==> config.mk <==
export PLATFORM = sky130hd
export DESIGN_NAME = exchange_sort_engine_core
export DESIGN_NICKNAME = d
export VERILOG_FILES = /design/src/rtl/es_pkg.sv /design/src/rtl/es_ram.sv /design/src/rtl/es_cmp.sv /design/src/rtl/exchange_sort_engine_core.sv
export SDC_FILE = /design/constraint.sdc
export NUM_CORES = 2
export LEC_CHECK = 0
export BUFFER_PORTS_ARGS = -buffer_cell sky130_fd_sc_hd__buf_2
export CORE_ASPECT_RATIO = 0.5
export CORE_MARGIN = 2
export CORE_UTILIZATION = 30
export DETAILED_ROUTE_END_ITERATION = 8
export PLACE_DENSITY_LB_ADDON = 0.1
export SLEW_MARGIN = 10
export SYNTH_ARGS = -nofsm -noshare
export SYNTH_HDL_FRONTEND = slang
export SYNTH_SLANG_ARGS = --single-unit
export TNS_END_PERCENT = 100
==> constraint.sdc <==
create_clock -name clk -period 8.7 [get_ports clk]
set_input_delay 0.87 -clock clk [delete_from_list [all_inputs] [get_ports clk]]
set_output_delay 0.87 -clock clk [all_outputs]
set_load 0.02 [all_outputs]
==> src/rtl/es_pkg.sv <==
`timescale 1ns / 1ps
package es_pkg;

  localparam int VALUE_W = 32;

  typedef logic signed [VALUE_W-1:0] value_t;

endpackage

==> src/rtl/es_ram.sv <==
`timescale 1ns / 1ps
module es_ram #(
  parameter int WIDTH = 32,
  parameter int DEPTH = 64
) (
  input  logic                     clk,
  input  logic                     we,
  input  logic [$clog2(DEPTH)-1:0] waddr,
  input  logic [WIDTH-1:0]         wdata,
  input  logic                     re,
  input  logic [$clog2(DEPTH)-1:0] raddr,
  output logic [WIDTH-1:0]         rdata
);

  logic [WIDTH-1:0] mem [DEPTH];

  always_ff @(posedge clk) begin
    if (we) begin
      mem[waddr] <= wdata;
    end
    if (re) begin
      rdata <= mem[raddr];
    end
  end

endmodule

==> src/rtl/es_cmp.sv <==
`timescale 1ns / 1ps
module es_cmp (
  input  es_pkg::value_t held,
  input  es_pkg::value_t probe,
  input  logic           descending,
  output logic           swap
);

  import es_pkg::*;

  logic probe_lt;
  logic held_lt;

  // Equal values never swap.
  assign probe_lt = probe < held;
  assign held_lt  = held < probe;
  assign swap     = descending ? held_lt : probe_lt;

endmodule

==> src/rtl/exchange_sort_engine_core.sv <==
`timescale 1ns / 1ps
// Channel   Handshake                 Payload
// input     in_valid / in_stall       value, last
// output    out_valid / out_stall     sorted_value, final_res, overflowed
// config    cfg_valid / cfg_ready     descending
//
// Collection takes one value per cycle. A run of n stored values is then sorted
// with one compare per cycle through the single compare unit and the
// one-write/one-read element RAM. Each result goes out through a registered RAM
// read, then the output register, and waits while that register is not free. Input stalls from the
// last value of a run until its final result sits in the output register.
// Synchronous active-high reset clears control state; the RAM is not cleared.
module exchange_sort_engine_core #(
  parameter int MAX_ELEMENTS = 64
) (
  input  logic           clk,
  input  logic           rst,
  input  logic           in_valid,
  output logic           in_stall,
  input  es_pkg::value_t value,
  input  logic           last,
  output logic           out_valid,
  input  logic           out_stall,
  output es_pkg::value_t sorted_value,
  output logic           final_res,
  output logic           overflowed,
  input  logic           cfg_valid,
  output logic           cfg_ready,
  input  logic           descending
);

  import es_pkg::*;

  localparam int AW = (MAX_ELEMENTS > 1) ? $clog2(MAX_ELEMENTS) : 1;
  localparam int CW = $clog2(MAX_ELEMENTS + 1);

  typedef enum logic [2:0] {
    S_FILL,
    S_RD_I,
    S_LD,
    S_SCAN,
    S_STORE_I,
    S_EMIT_RD,
    S_EMIT_LD
  } state_t;

  state_t         state;
  logic [CW-1:0]  count;
  logic [CW-1:0]  n;
  logic [CW-1:0]  i;
  logic [CW-1:0]  j;
  logic [CW-1:0]  jd;
  logic [CW-1:0]  k;
  logic           ovf;
  logic           desc;
  value_t         cur;

  logic           ram_we;
  logic [AW-1:0]  ram_waddr;
  value_t         ram_wdata;
  logic           ram_re;
  logic [AW-1:0]  ram_raddr;
  value_t         ram_rdata;

  logic           in_acc;
  logic           out_acc;
  logic           has_room;
  logic           swap;
  logic [CW-1:0]  n_m1;
  logic [CW-1:0]  count_next;
  logic           out_free;

  assign cfg_ready = 1'b1;
  assign in_stall  = (state != S_FILL);
  assign in_acc    = in_valid && !in_stall;
  assign out_acc   = out_valid && !out_stall;
  assign has_room  = count < CW'(MAX_ELEMENTS);
  assign n_m1      = n - CW'(1);
  assign out_free  = !out_valid || out_acc;
  // Count after this transaction: a dropped value leaves it unchanged.
  assign count_next = has_room ? count + CW'(1) : count;

  es_ram #(
    .WIDTH (VALUE_W),
    .DEPTH (MAX_ELEMENTS)
  ) u_ram (
    .clk   (clk),
    .we    (ram_we),
    .waddr (ram_waddr),
    .wdata (ram_wdata),
    .re    (ram_re),
    .raddr (ram_raddr),
    .rdata (ram_rdata)
  );

  // Held element i against the element just read from position jd.
  es_cmp u_cmp (
    .held       (cur),
    .probe      (ram_rdata),
    .descending (desc),
    .swap       (swap)
  );

  // RAM port steering per state.
  always_comb begin
    ram_we    = 1'b0;
    ram_waddr = count[AW-1:0];
    ram_wdata = value;
    ram_re    = 1'b0;
    ram_raddr = i[AW-1:0];
    case (state)
      S_FILL: begin
        // Store while there is room; a full store drops the value.
        ram_we = in_acc && has_room;
      end
      S_RD_I: begin
        ram_re = 1'b1;
      end
      S_LD: begin
        ram_re    = 1'b1;
        ram_raddr = j[AW-1:0];
      end
      S_SCAN: begin
        // Put the held value at jd when the pair is out of order, and
        // keep reading ahead.
        ram_we    = swap;
        ram_waddr = jd[AW-1:0];
        ram_wdata = cur;
        ram_re    = 1'b1;
        ram_raddr = j[AW-1:0];
      end
      S_STORE_I: begin
        // Write back the winner for position i, fetch position i+1.
        ram_we    = 1'b1;
        ram_waddr = i[AW-1:0];
        ram_wdata = cur;
        ram_re    = 1'b1;
        ram_raddr = i[AW-1:0] + AW'(1);
      end
      S_EMIT_RD: begin
        ram_re    = out_free;
        ram_raddr = k[AW-1:0];
      end
      default: begin
        ram_re = 1'b0;
      end
    endcase
  end

  always_ff @(posedge clk) begin
    if (rst) begin
      state     <= S_FILL;
      count     <= '0;
      ovf       <= 1'b0;
      desc      <= 1'b0;
      out_valid <= 1'b0;
    end else begin
      if (cfg_valid && cfg_ready) begin
        desc <= descending;
      end
      if (out_acc) begin
        out_valid <= 1'b0;
      end
      case (state)
        S_FILL: begin
          if (in_acc) begin
            count <= count_next;
            if (!has_room) begin
              ovf <= 1'b1;
            end
            if (last) begin
              n <= count_next;
              i <= '0;
              j <= CW'(1);
              k <= '0;
              // A single element needs no sort pass.
              state <= (count_next > CW'(1)) ? S_RD_I : S_EMIT_RD;
            end
          end
        end
        S_RD_I: begin
          state <= S_LD;
        end
        S_LD: begin
          cur   <= ram_rdata;
          jd    <= j;
          j     <= j + CW'(1);
          state <= S_SCAN;
        end
        S_SCAN: begin
          if (swap) begin
            cur <= ram_rdata;
          end
          jd <= j;
          j  <= j + CW'(1);
          if (jd == n_m1) begin
            state <= S_STORE_I;
          end
        end
        S_STORE_I: begin
          if (i + CW'(2) == n) begin
            k     <= '0;
            state <= S_EMIT_RD;
          end else begin
            i     <= i + CW'(1);
            j     <= i + CW'(2);
            state <= S_LD;
          end
        end
        S_EMIT_RD: begin
          // Hold until the output register is free.
          if (out_free) begin
            state <= S_EMIT_LD;
          end
        end
        S_EMIT_LD: begin
          out_valid    <= 1'b1;
          sorted_value <= ram_rdata;
          final_res    <= (k == n_m1);
          overflowed   <= ovf;
          if (k == n_m1) begin
            // Run done: open the input while the final result waits.
            count <= '0;
            ovf   <= 1'b0;
            state <= S_FILL;
          end else begin
            k     <= k + CW'(1);
            state <= S_EMIT_RD;
          end
        end
        default: begin
          state <= S_FILL;
        end
      endcase
    end
  end

endmodule

==> impl.org <==
** Placement
- Detailed placement ended at an HPWL of 190300 um.
- Number of port buffers :: 74
- Placement Cell Area :: 0.09479 mm2
- The congestion estimate from routability-driven global placement came to 0.8425.
- OpenSTA, run right after detailed placement, puts the worst setup slack at 3.261 ns.
- Instance count after placement with tap cells included :: 10090

** Layout
- Final design area excluding fillers :: 0.1013 mm2
- Cells with a size suffix above 1 make up 11.96% of the layout.
- Area overhead of the layout relative to synthesis :: 13.89%
- Excluding fillers, the count of instances in the completed layout stands at 10480.
- The net count of the finished layout is 6453.
- Fillers :: 28490
- Commonest cells after routing, fill and taps aside :: sky130_fd_sc_hd__edfxtp_1 (2181), sky130_fd_sc_hd__nand2_1 (1452), sky130_fd_sc_hd__nand3_1 (318), sky130_fd_sc_hd__a21oi_1 (286), sky130_fd_sc_hd__clkbuf_16 (223)
- Most common cell after layout, fill and taps aside :: sky130_fd_sc_hd__edfxtp_1

** Critical path
- The worst setup path is captured at a flop.
- Family of cells with the greatest summed delay on the critical path :: simple AND/OR/NAND/NOR gates
- CP Max Fanout :: 22
- Cell Chain, Critical Path :: inv_1 > ha_1 > nand4_1 > or4_1 > nor3_1 > buf_4 > or3_1 > nor3_1 > a211oi_4 > buf_4 > nor2_4 > buf_4
- For this run, the slowest stage of the critical path takes 0.87 ns.
- STA classifies the critical path startpoint as a flop.
- Worst path buffer plus inverter count :: 4
- Data required time at the worst endpoint :: 9.23 ns
- Data on the critical path arrives at its endpoint at 5.96 ns.
- Most Frequent Cell on Critical Path :: sky130_fd_sc_hd__buf_4
- On the critical path, the stage with the largest delay is an instance of sky130_fd_sc_hd__a211oi_4.
- Critical path class :: flop to flop

** Floorplan
- Once the floorplan was initialized, standard cells occupied 30.14% of the core.
- Die boundary width :: 773.8 um
- The region available for standard cell placement spans 0.2950 mm2.
- Row count :: 141
- Count of pins on the block boundary :: 76
- The die covers 0.3010 mm2.
- Measured along the y axis, the die boundary spans 388.9 um.

** Yosys
- The synthesized netlist devotes 0.4729% of its cell area to XOR and XNOR gates.
- Counting every net in the synthesized netlist gives 6364.
- Share of the synthesized area in compound gates (AO/OA/AOI/OAI) :: 8.114%
- Summing the sequential cell areas from Yosys gives 73.96% of the chip area.
- Yosys mapped a number of flops with a built-in enable equal to 2181.
- Of the post-synthesis cell area, the part taken by muxes is 3.609%.
- Share of async-settable or async-resettable flops after synthesis :: 0%
- Of the total synthesized cell area, the portion taken by AND, OR, NAND and NOR gates is 11.02%.
- Avg Synthesized Cell Area :: 14.14 um2
- Largest cells by area after synthesis :: sky130_fd_sc_hd__edfxtp_1 (74%), sky130_fd_sc_hd__nand2_1 (6.1%), sky130_fd_sc_hd__nand3_1 (1.8%)
- The mapped netlist covers 0.08890 mm2.
- Prevailing post-synth register cell :: sky130_fd_sc_hd__edfxtp_1
- Area share of the largest cell type after synthesis :: 73.67%
- Gate count of the mapped netlist :: 6287
- Number of synthesized register bits :: 2194
- Summed over all instances, the cell type with the most area after synthesis is sky130_fd_sc_hd__edfxtp_1.
- Distinct cells, synth :: 76
- The Yosys step of the flow raised 0 warnings.
- Main combinational cell family by area after synthesis :: simple AND/OR/NAND/NOR gates
- Adder-cell share of the synthesized area :: 0.5348%

** Clocking
- Number of setup buffers added after CTS :: 0
- Clock tree from TritonCTS :: yes
- The tree is rooted in a sky130_fd_sc_hd__clkbuf_16.
- The H-tree generated during clock tree synthesis spans 4 levels.
- Number of gates resized after cts :: 0
- Clock-pin slew was measured on the worst setup and hold paths at 0.07 ns.
- After clock tree synthesis, the flow added hold-fix buffers numbering 0.
- Clock sink total :: 2194
- Clock Path Buffers :: 4
- The number of clock buffers added by TritonCTS is 220.
- Clock latency at the later pin of the worst-skew pair :: 0.89 ns

** Drt
- Routed wire per std cell :: 30.85 um
- Dividing the detail-routed via count by the number of cells gives 5.371.
- Via Count :: 56300
- Pre-Repair DR Iteration Count :: 6
- The detail route stage leaves a number of antenna-violating nets equal to 0.
- DR iter-0 viols :: 5941
- After detailed routing, the total wire length is 323400 um.
- After detailed routing, the number of remaining DRC violations is 0.

** Global routing
- Global routing used 20.86% of the available tracks across all layers.
- The first global-routing pass estimated 449000 um of wire.
- Vias in the first global route :: 55080
- The initial antenna violation count was 19.
- Entering global routing, the biggest net connects 133 pins.
- GRT overflow :: 0

** Power
- Summed over all cells, the static leakage comes to 32.94 nW.
- Worst-case vdd ir drop :: 0.0002433 V
- Power per Cell Area :: 343.9 mW/mm2

** STA
- Headroom to the max-slew limit came out at 16.99%.
- The number of failing hold endpoints at the final stage was 0.
- Final critical-path required period :: 5.426 ns
- Final Max Tran Viols :: 0
- The final critical path takes up 62.37% of the cycle.
- Setup violations remaining at the end of the flow were counted as 0.
- The clock arrives with 0.07234 ns of skew.
- Transition time of the tightest slew-check pin :: 1.234 ns
- Unrepaired setup endpoints after global routing :: false
- Summed over all failing endpoints, the final setup total negative slack is 0 ns.
- Upper clock frequency limit :: 184.3 MHz
- Across all setup checks in the final design, the least slack found is 3.274 ns.
- Fin Hold WS :: 0.2695 ns

** Job
- The tool flagged a number of max-cap violations equal to 0.

** Hold path
- Worst Hold Class :: primary input to flop

** Run status
- The run finished with clean final reports.
[worst reg2reg max path, stage by stage, from the launching register on]
cell and delay [ns]:
sky130_fd_sc_hd__edfxtp_1 0.82, sky130_fd_sc_hd__inv_1 0.13, sky130_fd_sc_hd__ha_1 0.33, sky130_fd_sc_hd__nand4_1 0.14
sky130_fd_sc_hd__or4_1 0.56, sky130_fd_sc_hd__nor3_1 0.66, sky130_fd_sc_hd__buf_4 0.24, sky130_fd_sc_hd__or3_1 0.13
sky130_fd_sc_hd__nor3_1 0.08, sky130_fd_sc_hd__a211oi_4 0.87, sky130_fd_sc_hd__buf_4 0.49, sky130_fd_sc_hd__nor2_4 0.23
sky130_fd_sc_hd__buf_4 0.34
[cell usage after synthesis (30+ instances only)]
cell type	instances
sky130_fd_sc_hd__edfxtp_1	2181
sky130_fd_sc_hd__nand2_1	1455
sky130_fd_sc_hd__nand3_1	319
sky130_fd_sc_hd__a21oi_1	287
sky130_fd_sc_hd__buf_2	187
sky130_fd_sc_hd__a31oi_1	174
sky130_fd_sc_hd__and3_1	162
sky130_fd_sc_hd__clkbuf_1	154
sky130_fd_sc_hd__mux2i_1	120
sky130_fd_sc_hd__a211oi_1	113
sky130_fd_sc_hd__a221oi_1	110
sky130_fd_sc_hd__nor2_1	107
sky130_fd_sc_hd__a32oi_1	80
sky130_fd_sc_hd__mux4_2	68
sky130_fd_sc_hd__a22oi_1	64
sky130_fd_sc_hd__o21ai_0	64
sky130_fd_sc_hd__o22ai_1	64
sky130_fd_sc_hd__nor3_1	60
sky130_fd_sc_hd__buf_1	58
sky130_fd_sc_hd__mux2_2	41
sky130_fd_sc_hd__ha_1	38
sky130_fd_sc_hd__inv_1	37
sky130_fd_sc_hd__nand4_1	37
sky130_fd_sc_hd__xnor2_1	30
[routing by layer]
layer | GRT usage (%) | routed length (um)
met3 | 3.059 | 19290
met5 | 0.4109 | 231
met1 | 30.04 | 147200
met2 | 33.10 | 147900
met4 | 5.283 | 8753
[cell families after synthesis]
logic type,count (synthesis)
simple gates,2257
flops,2194
compound gates,1064
buf+inv,455
mux,230
xor+xnor,48
fa+ha+maj,38
other cells,1
[registers in the layout, summed over array words and instances (netlist names), 3 cells and up]
register      flops
cur              32
i                 7
j                 7
k                 7
jd                7
sorted_value     32
u_ram.mem      2048
u_ram.rdata      32
count             7
state             3
n                 7
[final timing paths]
path | from | end | slack [ns] | cells past startpoint
worst max-delay path | u_ram.rdata[13] | u_ram.mem[20][17] | 3.27 | 12
worst min-delay path | descending | desc | 0.27 | 3
worst max register to register | u_ram.rdata[13] | u_ram.mem[20][17] | 3.27 | 12
worst min register to register | ovf | overflowed | 0.45 | 0
[stage by stage]
stage	power [mW]	util, %
global placement	26.10	32.12
floorplan	20.29	-
global route	36.26	34.32
detailed placement	26.19	32.14
finish	34.82	34.33
CTS	35.18	34.32
[cell type report]
cell class                 instances  area [um2]  area share [%]
sequential                      2194       65760           64.94
clock buffer                     289        5858           5.786
multi-input combinational       3638       21790           21.53
clock inverter                   103       588.1          0.5808
tap                             3932        4920           4.859
antenna                            4       10.01        0.009886
timing repair buffer             284        2180           2.153
inverter                          38       142.6          0.1409
[where the power goes]
part | switching, mW | internal [mW] | total, mW
Clock | 4.12 | 4.85 | 8.97
Sequential | 0.401 | 13.1 | 13.5
Combinational | 9.17 | 3.20 | 12.4
No activity file was read; power rests on OpenSTA's default activity.
